===== config.mk =====
export PLATFORM = sky130hd
export DESIGN_NAME = rlepal_out_buf
export DESIGN_NICKNAME = d
export VERILOG_FILES = /design/src/rtl/core/rlepal_pkg.sv /design/src/rtl/core/rlepal_out_buf.sv
export SDC_FILE = /design/constraint.sdc
export NUM_CORES = 1
export LEC_CHECK = 0
export BUFFER_PORTS_ARGS = -buffer_cell sky130_fd_sc_hd__buf_2
export CELL_PAD_IN_SITES_DETAIL_PLACEMENT = 1
export CELL_PAD_IN_SITES_GLOBAL_PLACEMENT = 2
export CORE_AREA = 2 2 134 136
export DETAILED_ROUTE_END_ITERATION = 10
export DIE_AREA = 0 0 136 138
export GPL_ROUTABILITY_DRIVEN = 0
export HOLD_SLACK_MARGIN = 0.12
export PLACE_DENSITY = 0.83
export SYNTH_ARGS = -nofsm -noshare
export SYNTH_HDL_FRONTEND = slang
export SYNTH_SLANG_ARGS = --single-unit

===== constraint.sdc =====
create_clock -name clk_i -period 2.54 [get_ports clk_i]
set_input_delay 0.508 -clock clk_i [delete_from_list [all_inputs] [get_ports clk_i]]
set_output_delay 0.508 -clock clk_i [all_outputs]
set_load 0.05 [all_outputs]

===== src/rtl/core/rlepal_pkg.sv =====
`timescale 1ns / 1ps
// ----------------------------------------------------------------------------
// rlepal_pkg
// Shared types, codes and constants of the run-length palette decoder.
// ----------------------------------------------------------------------------
package rlepal_pkg;

  // Request kinds carried in the input tuser field.
  localparam logic [1:0] REQ_LOAD  = 2'd0;
  localparam logic [1:0] REQ_RUN   = 2'd1;
  localparam logic [1:0] REQ_START = 2'd2;

  // Result status codes carried in the output tuser field.
  localparam logic [1:0] ST_OK        = 2'd0;
  localparam logic [1:0] ST_TOO_LARGE = 2'd1;
  localparam logic [1:0] ST_IGNORED   = 2'd2;

  // Configuration register indexes.
  localparam int unsigned CFG_IDX_W = 1;
  localparam logic [CFG_IDX_W-1:0] REG_FRAME_WIDTH  = 1'd0;
  localparam logic [CFG_IDX_W-1:0] REG_FRAME_HEIGHT = 1'd1;

  localparam int unsigned DIM_W     = 12;
  localparam int unsigned SIZE_W    = 2 * DIM_W;
  localparam int unsigned LEN_W     = 14;
  localparam int unsigned IDX_W     = 8;
  localparam int unsigned PAL_DEPTH = 256;

  // Default frame size limit in pixels.
  localparam int unsigned MAX_PIXELS_DEF = 2097152;

  // Palette index that stands for a fully transparent pixel.
  localparam logic [IDX_W-1:0] COLOR_TRANSPARENT = 8'hFF;

  // BT.601 coefficients scaled by 1024.
  localparam int unsigned SUM_W = 21;
  localparam logic signed [12:0] COEF_Y   = 13'sd1192;
  localparam logic signed [12:0] COEF_RCR = 13'sd1634;
  localparam logic signed [12:0] COEF_GCB = -13'sd401;
  localparam logic signed [12:0] COEF_GCR = -13'sd833;
  localparam logic signed [12:0] COEF_BCB = 13'sd2065;
  localparam logic signed [9:0]  LUMA_OFS   = 10'sd16;
  localparam logic signed [9:0]  CHROMA_OFS = 10'sd128;

  // Depth of the output word buffer.
  localparam int unsigned OUT_DEPTH = 4;
  localparam int unsigned OUT_PTR_W = $clog2(OUT_DEPTH);
  localparam int unsigned OUT_CNT_W = $clog2(OUT_DEPTH + 1);

  typedef struct packed {
    logic [7:0] luma;
    logic [7:0] blue_diff;
    logic [7:0] red_diff;
    logic [7:0] alpha;
  } pal_entry_t;

  // Run control that travels alongside the palette lookup.
  typedef struct packed {
    logic             color_en;
    logic [LEN_W-1:0] run_count;
    logic             frame_last;
    logic [1:0]       status;
  } run_ctrl_t;

  typedef struct packed {
    logic [7:0]       pix_alpha;
    logic [7:0]       pix_red;
    logic [7:0]       pix_green;
    logic [7:0]       pix_blue;
    logic [LEN_W-1:0] run_count;
    logic             frame_last;
    logic [1:0]       status;
  } out_word_t;

endpackage


===== src/rtl/core/rlepal_out_buf.sv =====
`timescale 1ns / 1ps
// ----------------------------------------------------------------------------
// rlepal_out_buf
// Small output word buffer that decouples the pipeline from the consumer.
// ----------------------------------------------------------------------------
module rlepal_out_buf
  import rlepal_pkg::*;
(
  input  logic                 clk_i,
  input  logic                 rst_ni,
  input  logic                 push_i,
  input  out_word_t            word_i,
  input  logic                 pop_i,
  output logic                 valid_o,
  output out_word_t            word_o,
  output logic [OUT_CNT_W-1:0] count_o
);

  out_word_t              buf_q [OUT_DEPTH];
  logic [OUT_PTR_W-1:0]   wr_ptr_q, rd_ptr_q;
  logic [OUT_CNT_W-1:0]   count_q;

  // Storage; the pipeline never pushes into a full buffer.
  always_ff @(posedge clk_i) begin
    if (push_i) begin
      buf_q[wr_ptr_q] <= word_i;
    end
  end

  // Pointers and fill count.
  always_ff @(posedge clk_i or negedge rst_ni) begin
    if (!rst_ni) begin
      wr_ptr_q <= '0;
      rd_ptr_q <= '0;
      count_q  <= '0;
    end else begin
      if (push_i) begin
        wr_ptr_q <= wr_ptr_q + OUT_PTR_W'(1);
      end
      if (pop_i) begin
        rd_ptr_q <= rd_ptr_q + OUT_PTR_W'(1);
      end
      if (push_i && !pop_i) begin
        count_q <= count_q + OUT_CNT_W'(1);
      end else if (!push_i && pop_i) begin
        count_q <= count_q - OUT_CNT_W'(1);
      end
    end
  end

  assign valid_o = (count_q != '0);
  assign word_o  = buf_q[rd_ptr_q];
  assign count_o = count_q;

endmodule


==> flow_metrics.env <==
export IMPL_status="complete, no violations"
export IMPL_path_clk_slew_ps=60
export IMPL_rows=49
export IMPL_p_leak_nw=3.16
export IMPL_dp_cells=625
export IMPL_drt_iter0_drc=152
export IMPL_grtUsageTotal=0.156
export IMPL_hold_start="word_i[32]"
export IMPL_rrSetupSlack_ps=830
export IMPL_slowest_stage="dfrtp_4"
export IMPL_via_count=3383
export IMPL_rsz0062_at_grt="true"
export IMPL_cp_required_ps=2030
export IMPL_insertion_delay_ps=490
export IMPL_final_area_um2=9090
export IMPL_worstReg2RegStart="wr_ptr_q[0]"
export IMPL_finalCritPeriodShare=0.977
export IMPL_tightest_slew_ps=510
export IMPL_cp_arrival_ps=1970
export IMPL_synthTopCellsByArea="edfxtp_1 (78%), mux4_2 (14%), dfrtp_1 (2.3%)"
export IMPL_cts_tree="done"
export IMPL_wl_um=14000
export IMPL_die_area_um2=18800
export IMPL_slew_headroom=0.660
export IMPL_grt_first_pass_wirelength_um=22100
export IMPL_ys_seq_area_frac=0.806
export IMPL_max_cap_violations=0
export IMPL_seqCellArea_um2=6070
export IMPL_cts_buffer_depth=3
export IMPL_syn_area_per_cell_um2=25.9
export IMPL_clock_sinks=203
export IMPL_drtAntennaViolNets=0
export IMPL_cp_cell_sequence="buf_12, mux4_2, buf_2"
export IMPL_core_um2=17500
export IMPL_syn_cell_area_um2=7520
export IMPL_finClkSkew_ps=6.61
export IMPL_max_freq_ghz=0.403
export IMPL_cp_start_kind="flip-flop"
export IMPL_netlist_top_cells_count="edfxtp_1 (196), mux4_2 (48), dfrtp_1 (7)"
export IMPL_synth_net_count=349
export IMPL_worstSetupPathType="flip-flop to output pin"
export IMPL_rr_endpoint="buf_q[0][13]"
export IMPL_synth_warnings=0
export IMPL_ff2ff_path_depth=4
export IMPL_firstDrtPassIters=4
export IMPL_min_to="buf_q[3][32]"
export IMPL_ios=106
export IMPL_htree_levels=1
export IMPL_grt_pass1_vias=3811
export IMPL_synth_edf_count=196
export IMPL_powerDensity_nw_per_um2=1350
export IMPL_grt_ovfl_total=0
export IMPL_place_area_um2=8400
export IMPL_cts_root_buf="clkbuf_16"
export IMPL_synthFlopType="edfxtp_1"
export IMPL_slew_viol_final=0
export IMPL_multi_input_area_um2=1310
export IMPL_cp_end_kind="output pin"
export IMPL_die_h_um=138
export IMPL_worst_path_max_fanout=14
export IMPL_grt_max_degree=39
export IMPL_total_power_mw=12.3
export IMPL_wire_per_inst_um=21.0
export IMPL_finalNetCount=482
export IMPL_fin_crit_ps=2480
export IMPL_synth_async_reset_ratio=0.0345
export IMPL_final_cells=667
export IMPL_drive_gt1_frac=0.466
export IMPL_viasPerCell=5.07
export IMPL_cts_buffers=22
export IMPL_place_hpwl_um=8930
export IMPL_syn2layout_area_growth_pct=21.0
export IMPL_fin_hold_ws_ps=233
export IMPL_hold_path_class="primary input to flip-flop"
export IMPL_yosysTopAreaCell="edfxtp_1"
export IMPL_holdPathStages=1
export IMPL_antenna_found_initial=2
export IMPL_crit_path_max_incr_delay_ps=530
export IMPL_irDropWorstVdd_mv=0.887
export IMPL_port_buffers=105
export IMPL_synth_cells=290
export IMPL_drc=0
export IMPL_synthDistinctLibCells=19
export IMPL_die_w_um=136
export IMPL_setup_tns_ps=0
export IMPL_start_util=0.429
export IMPL_antenna_cells=0
export IMPL_synthMostInstantiatedCell="edfxtp_1"
export IMPL_ys_seq_elements=203
export IMPL_hold_viol_final=0
export IMPL_final_setup_viol_count=0
export IMPL_n_fill_cell=1572
export IMPL_yosysTopAreaCellShare=0.783
-- worst max-delay path by stage --
stage | startpoint | to | slack, ps | cells past startpoint
after floorplan | wr_ptr_q[0] | buf_q[0][0] | 340 | 3
after global placement | rd_ptr_q[0] | word_o[45] | 370 | 3
after detailed placement | rd_ptr_q[0] | word_o[2] | 340 | 3
after CTS | rd_ptr_q[0] | word_o[2] | 4 | 3
after global routing | rd_ptr_q[0] | word_o[8] | -20 | 3
final | rd_ptr_q[0] | word_o[8] | 60 | 3
-- flip-flops by register name, indices dropped and copies added (netlist names) --
name and count:
count_o 3, buf_q 196, wr_ptr_q 2, rd_ptr_q 2
-- worst max-delay path, delay by kind of cell, from the launching register on --
| kind | cells | cell delay, ps |
|---|---|---|
| DFF | 1 | 530 |
| buffers and inverters | 2 | 430 |
| muxes | 1 | 520 |
-- layout make-up --
cell class | instances | share of cell area
flip-flops and latches | 203 | 0.667
inverters | 4 | 0.00165
multi-input cells | 71 | 0.144
repair buffers | 121 | 0.0843
clock buffers | 27 | 0.0649
clock inverters | 12 | 0.00702
well taps | 229 | 0.0315
-- where the power goes --
part           internal (mW)  switching, mW  total, mW
clock                   1.65           1.21       2.86
sequential              4.39          0.209       4.60
combinational           1.55           3.25       4.79
-- stage by stage --
step	utilization	setup slack, ps
floorplan	-	338
finish	0.519	59.1
detailed placement	0.479	343
global placement	0.479	374
global route	0.519	-19.8
CTS	0.518	3.99
-- metal layers --
| layer | track usage | share of wire | vias to the layer above |
|---|---|---|---|
| met5 | 0 | 0.0016 | - |
| met4 | 0.0367 | 0.017 | 4 |
| met3 | 0.0400 | 0.063 | 27 |
| met2 | 0.278 | 0.53 | 94 |
| met1 | 0.189 | 0.39 | 1754 |
| li1 | - | - | 1504 |
-- cell families after synthesis --
kind of cell             synth area share
adder cells (fa/ha/maj)            0.0110
AO/OA/AOI/OAI                    0.000665
buffers and inverters              0.0206
XOR/XNOR                          0.00699
multiplexers                        0.149
flip-flops                          0.806
AND/OR/NAND/NOR                   0.00566
-- cells in the final DEF, fill, tap and decap left out, types with 5 or more instances in the layout --
cell type	instances
buf_2	104
mux4_2	48
clkinv_1	6
buf_4	6
dfrtp_1	5
ha_1	5
edfxtp_1	196
clkbuf_16	23
buf_12	9
-- timing repair --
item / in CTS / in global routing
hold endpoints to repair: 7 / 0
setup buffers: 1 / 1
resized for setup: 1 / 1
gates cloned: 0 / 0
pin swaps: 0 / 0
endpoints found under the setup margin: 37 / 20
hold buffers: 1 / 0
No activity file was read; power rests on OpenSTA's default activity.
