<file path="src/rtl/core/rlepal_pkg.sv">
`timescale 1ns / 1ps
// ----------------------------------------------------------------------------
// rlepal_pkg
// Shared types, codes and constants of the run-length palette decoder.
// ----------------------------------------------------------------------------
package rlepal_pkg;

  // Request kinds carried in the input tuser field.
  localparam logic [1:0] REQ_LOAD  = 2'd0;
  localparam logic [1:0] REQ_RUN   = 2'd1;
  localparam logic [1:0] REQ_START = 2'd2;

  // Result status codes carried in the output tuser field.
  localparam logic [1:0] ST_OK        = 2'd0;
  localparam logic [1:0] ST_TOO_LARGE = 2'd1;
  localparam logic [1:0] ST_IGNORED   = 2'd2;

  // Configuration register indexes.
  localparam int unsigned CFG_IDX_W = 1;
  localparam logic [CFG_IDX_W-1:0] REG_FRAME_WIDTH  = 1'd0;
  localparam logic [CFG_IDX_W-1:0] REG_FRAME_HEIGHT = 1'd1;

  localparam int unsigned DIM_W     = 12;
  localparam int unsigned SIZE_W    = 2 * DIM_W;
  localparam int unsigned LEN_W     = 14;
  localparam int unsigned IDX_W     = 8;
  localparam int unsigned PAL_DEPTH = 256;

  // Default frame size limit in pixels.
  localparam int unsigned MAX_PIXELS_DEF = 2097152;

  // Palette index that stands for a fully transparent pixel.
  localparam logic [IDX_W-1:0] COLOR_TRANSPARENT = 8'hFF;

  // BT.601 coefficients scaled by 1024.
  localparam int unsigned SUM_W = 21;
  localparam logic signed [12:0] COEF_Y   = 13'sd1192;
  localparam logic signed [12:0] COEF_RCR = 13'sd1634;
  localparam logic signed [12:0] COEF_GCB = -13'sd401;
  localparam logic signed [12:0] COEF_GCR = -13'sd833;
  localparam logic signed [12:0] COEF_BCB = 13'sd2065;
  localparam logic signed [9:0]  LUMA_OFS   = 10'sd16;
  localparam logic signed [9:0]  CHROMA_OFS = 10'sd128;

  // Depth of the output word buffer.
  localparam int unsigned OUT_DEPTH = 4;
  localparam int unsigned OUT_PTR_W = $clog2(OUT_DEPTH);
  localparam int unsigned OUT_CNT_W = $clog2(OUT_DEPTH + 1);

  typedef struct packed {
    logic [7:0] luma;
    logic [7:0] blue_diff;
    logic [7:0] red_diff;
    logic [7:0] alpha;
  } pal_entry_t;

  // Run control that travels alongside the palette lookup.
  typedef struct packed {
    logic             color_en;
    logic [LEN_W-1:0] run_count;
    logic             frame_last;
    logic [1:0]       status;
  } run_ctrl_t;

  typedef struct packed {
    logic [7:0]       pix_alpha;
    logic [7:0]       pix_red;
    logic [7:0]       pix_green;
    logic [7:0]       pix_blue;
    logic [LEN_W-1:0] run_count;
    logic             frame_last;
    logic [1:0]       status;
  } out_word_t;

endpackage

</file>
<file path="src/rtl/core/rlepal_csc.sv">
`timescale 1ns / 1ps
// ----------------------------------------------------------------------------
// rlepal_csc
// BT.601 YCbCr to ARGB conversion: registered channel sums, then clamping.
// ----------------------------------------------------------------------------
module rlepal_csc
  import rlepal_pkg::*;
(
  input  logic       clk_i,
  input  logic       rst_ni,
  input  logic       valid_i,
  input  run_ctrl_t  ctrl_i,
  input  pal_entry_t entry_i,
  output logic       valid_o,
  output out_word_t  word_o
);

  logic signed [9:0]       y_s, cb_s, cr_s;
  logic signed [SUM_W-1:0] sum_r_d, sum_g_d, sum_b_d;
  logic signed [SUM_W-1:0] sum_r_q, sum_g_q, sum_b_q;
  logic [7:0]              alpha_q;
  run_ctrl_t               ctrl_q;
  logic                    valid_q;

  // A non-positive sum gives zero; otherwise truncate and saturate at 255.
  function automatic logic [7:0] clamp_channel(input logic signed [SUM_W-1:0] s);
    logic [SUM_W-11:0] q;
    q = s[SUM_W-1:10];
    if (s <= 0) begin
      return 8'd0;
    end else if (q > (SUM_W-10)'(255)) begin
      return 8'hFF;
    end else begin
      return q[7:0];
    end
  endfunction

  // Remove the offsets from the palette components.
  assign y_s  = $signed({2'b00, entry_i.luma}) - LUMA_OFS;
  assign cb_s = $signed({2'b00, entry_i.blue_diff}) - CHROMA_OFS;
  assign cr_s = $signed({2'b00, entry_i.red_diff}) - CHROMA_OFS;

  // Constant multiplies and channel sums.
  assign sum_r_d = SUM_W'(y_s) * SUM_W'(COEF_Y) + SUM_W'(cr_s) * SUM_W'(COEF_RCR);
  assign sum_g_d = SUM_W'(y_s) * SUM_W'(COEF_Y) + SUM_W'(cb_s) * SUM_W'(COEF_GCB)
                 + SUM_W'(cr_s) * SUM_W'(COEF_GCR);
  assign sum_b_d = SUM_W'(y_s) * SUM_W'(COEF_Y) + SUM_W'(cb_s) * SUM_W'(COEF_BCB);

  always_ff @(posedge clk_i or negedge rst_ni) begin
    if (!rst_ni) begin
      valid_q <= 1'b0;
    end else begin
      valid_q <= valid_i;
    end
  end

  always_ff @(posedge clk_i) begin
    if (valid_i) begin
      sum_r_q <= sum_r_d;
      sum_g_q <= sum_g_d;
      sum_b_q <= sum_b_d;
      alpha_q <= entry_i.alpha;
      ctrl_q  <= ctrl_i;
    end
  end

  // Clamp and blank the color of transparent runs and status results.
  always_comb begin
    word_o.run_count  = ctrl_q.run_count;
    word_o.frame_last = ctrl_q.frame_last;
    word_o.status     = ctrl_q.status;
    if (ctrl_q.color_en) begin
      word_o.pix_alpha = alpha_q;
      word_o.pix_red   = clamp_channel(sum_r_q);
      word_o.pix_green = clamp_channel(sum_g_q);
      word_o.pix_blue  = clamp_channel(sum_b_q);
    end else begin
      word_o.pix_alpha = 8'd0;
      word_o.pix_red   = 8'd0;
      word_o.pix_green = 8'd0;
      word_o.pix_blue  = 8'd0;
    end
  end

  assign valid_o = valid_q;

endmodule

</file>
<file path="config.mk">
export PLATFORM = sky130hd
export DESIGN_NAME = rlepal_csc
export DESIGN_NICKNAME = d
export VERILOG_FILES = /design/src/rtl/core/rlepal_pkg.sv /design/src/rtl/core/rlepal_csc.sv
export SDC_FILE = /design/constraint.sdc
export NUM_CORES = 1
export LEC_CHECK = 0
export ABC_CLOCK_PERIOD_IN_PS = 2200
export BUFFER_PORTS_ARGS = -buffer_cell sky130_fd_sc_hd__buf_2
export CELL_PAD_IN_SITES_DETAIL_PLACEMENT = 0
export CELL_PAD_IN_SITES_GLOBAL_PLACEMENT = 1
export CORE_MARGIN = 2
export CORE_UTILIZATION = 50
export CTS_CLUSTER_SIZE = 24
export DETAILED_ROUTE_END_ITERATION = 7
export GPL_ROUTABILITY_DRIVEN = 1
export HOLD_SLACK_MARGIN = 0.03
export PLACE_DENSITY = 0.92
export SLEW_MARGIN = 10
export SYNTH_ARGS = -nofsm -noshare
export SYNTH_HDL_FRONTEND = slang
export SYNTH_SLANG_ARGS = --single-unit
</file>
<file path="constraint.sdc">
create_clock -name clk_i -period 2.2 [get_ports clk_i]
set_input_delay 0.33 -clock clk_i [delete_from_list [all_inputs] [get_ports clk_i]]
set_output_delay 0.33 -clock clk_i [all_outputs]
set_load 0.01 [all_outputs]
</file>
==> flow_summary.yaml <==
sta:
  slew_viol_final: 0
  grt_setup_unrepaired: "yes"
  setup_viol: 64
  max_slew.worst_pin.slew_ns: 0.582
  final-hold-violation-count: 0
  setup_slack_ns: -5.44
  achievable-frequency_ghz: 0.131
  worst_slew_margin_rel_pct: 61.2
  post-route-period-util_pct: 347
  timing.final.crit_period_ns: 7.64
placed_design:
  place.port_buffers: 102
  hpwl_mm: 28.9
  postPlaceCellArea_um2: 16800
  gp_routability_congestion: 1.04
  dpl.cell_count: 1925
worst_setup_path:
  path_class: "input port to flop"
  worstPathMaxFanout: 3
  critPathRequiredTime_ns: 2.31
  data_arrival_at_the_endpoint_of_the_critical_path_ns: 7.75
  critPathLaunchType: "input port"
  critical_path.most_common_cell: "fa_1"
  cp-end-kind: "flop"
  crit_slowest_cell: "fa_1"
  slowest_delay_ns: 0.56
route:
  drc_errors: 0
  avgRoutedWirePerCell_um: 22.7
  totalWireLength_mm: 45.6
  dr.pass1.iters: 6
  route.detailed.vias_per_inst: 5.62
  routed-via-count: 11300
  detail_route.iter0.violations: 890
  postRouteAntennaNets: 0
clock_tree:
  clk_pin_slew_ns: 0.08
  clock_sinks: 89
  htree_levels: 3
  tritoncts_clock_tree: "done"
  cts_buffer_depth: 2
  clk_root_buffer_cell: "clkbuf_16"
  tritoncts.num_buffers: 9
cells_and_area:
  fillers: 1420
  share_of_cells_above_drive_strength_1_pct: 46.2
  finish.cell_count_without_fillers: 2008
  layout.cell_area.non_filler_um2: 19600
  final_cell_mix: "buf_4, inv_1, ha_1, fa_1, ha_4"
  leading_cell_type_in_the_layout_fill_and_taps_excluded: "buf_4"
  finish.net_count: 2147
  area.growth.synth_to_final_pct: 49.4
synthesis:
  ys_seq_elements: 89
  avgSynthCellArea_um2: 10.6
  gate_count_of_the_mapped_netlist: 1232
  synth-async-reset-ratio_pct: 1.12
  synth_top_flop_cell: "edfxtp_1"
  post_synth_num_cell_types: 56
  synth.net_count: 1712
  synth_edf_count: 88
  synthesis.area_um2: 13100
  synth_seq_area_share_pct: 20.4
  number_of_synthesis_warnings: 0
run_status:
  failed_checks: "setup timing"
  run_status: "complete, but fails checks"
floorplanning:
  dieArea_um2: 27500
  die_width_um: 166
  num_rows: 59
  ioPinCount: 103
  dieHeight_um: 166
  initial_utilization_pct: 50.6
  coreArea_um2: 25900
min_path:
  hp-class: "input port to flop"
  hp-start: "entry_i[7]"
  holdPathEnd: "alpha_q[7]"
  holdPathStages: 1
grt:
  number_of_global_route_vias_before_repair: 12000
  grt_start_max_net_pins: 36
  total_global_routing_track_utilization_pct: 28.7
  gr-total-overflow: 0
  antenna_found_initial: 1
  grt_first_pass_wirelength_mm: 61.9
job:
  max-cap-violations: 0
==> synthesized netlist by cell type, types with 10 or more instances <==
cell type / count / area (um2)
a21o_1: 24 / 180
o21ai_0: 26 / 130
xnor2_1: 66 / 578
fa_1: 161 / 3220
and2_1: 10 / 62.6
nand2b_1: 11 / 68.8
edfxtp_1: 88 / 2640
ha_1: 266 / 3330
nand2_1: 20 / 75.1
xor2_1: 26 / 228
inv_1: 292 / 1100
buf_4: 17 / 128
o21a_1: 16 / 120
a21oi_1: 41 / 205
nor2_1: 57 / 214
==> flip-flops by register name, indices dropped and copies added, names as in the netlist <==
register,cells
alpha_q,8
ctrl_q,1
sum_b_q,21
sum_g_q,21
sum_r_q,20
valid_o,1
word_o,17
==> stage by stage <==
stage / TNS (ns) / worst slack (ns) / util [%] / hold WS, ns
finish: -152.19 / -5.44 / 75.6 / 0.128
global route: -158.25 / -5.64 / 75.6 / 0.124
CTS: -137.29 / -4.89 / 71.6 / 0.126
detailed placement: -167.39 / -5.65 / 64.9 / 0.107
global placement: -163.02 / -5.43 / 64.9 / 0.105
floorplan: -134.21 / -5.00 / - / 0.0344
==> critical path, delay by kind of cell <==
family | cells | cell delay (ns)
fa+ha+maj | 11 | 4.14
xor+xnor | 7 | 1.54
compound gates | 5 | 1.02
buf+inv | 7 | 0.48
simple gates | 1 | 0.23
==> timing repair <==
action                     4_1_cts  5_1_grt
resized for setup              225      163
setup endpoints to repair       72       71
setup buffers                   35       43
hold endpoints to repair         1        0
gates cloned                     0        0
pin swaps                      150      125
hold buffers                     1        0
==> layer usage <==
metal,GRT usage [%],wire length [um],vias to the layer above
met2,50.4,22300,605
met4,15.3,3590,0
met1,33.7,16400,5561
met3,4.91,3310,236
met5,0,0,-
li1,-,-,4876
==> kinds of logic (layout without fill, tap and decap cells) <==
logic type	Yosys count	count (layout)	synth area share, %
fa+ha+maj	427	427	50.0
simple gates	153	153	5.92
other cells	0	1	0
xor+xnor	92	92	6.15
mux	4	4	0.315
buf+inv	313	753	9.45
flops	89	89	20.4
compound gates	154	154	7.83
==> worst max-delay path by stage <==
stage / from / end / slack, ns
3_3_place_gp: entry_i[28] / sum_g_q[20] / -5.43
3_5_place_dp: entry_i[28] / sum_g_q[20] / -5.65
6_report: entry_i[28] / sum_g_q[20] / -5.44
5_1_grt: entry_i[28] / sum_g_q[20] / -5.64
4_1_cts: entry_i[28] / sum_g_q[20] / -4.89
2_1_floorplan: entry_i[28] / sum_g_q[20] / -5.00
==> layout make-up <==
| type | instances | area, um2 | area share [%] |
|---|---|---|---|
| sequential | 89 | 2670 | 13.6 |
| inverter | 292 | 1150 | 5.85 |
| antenna | 1 | 2.50 | 0.0128 |
| tap | 335 | 419 | 2.14 |
| clock inverter | 7 | 70.1 | 0.358 |
| timing repair buffer | 445 | 3590 | 18.4 |
| clock buffer | 9 | 225 | 1.15 |
| multi-input combinational | 830 | 11500 | 58.5 |
Power is not shown: default switching activity piles up to over one toggle a cycle in this logic, so the estimate is an artifact.
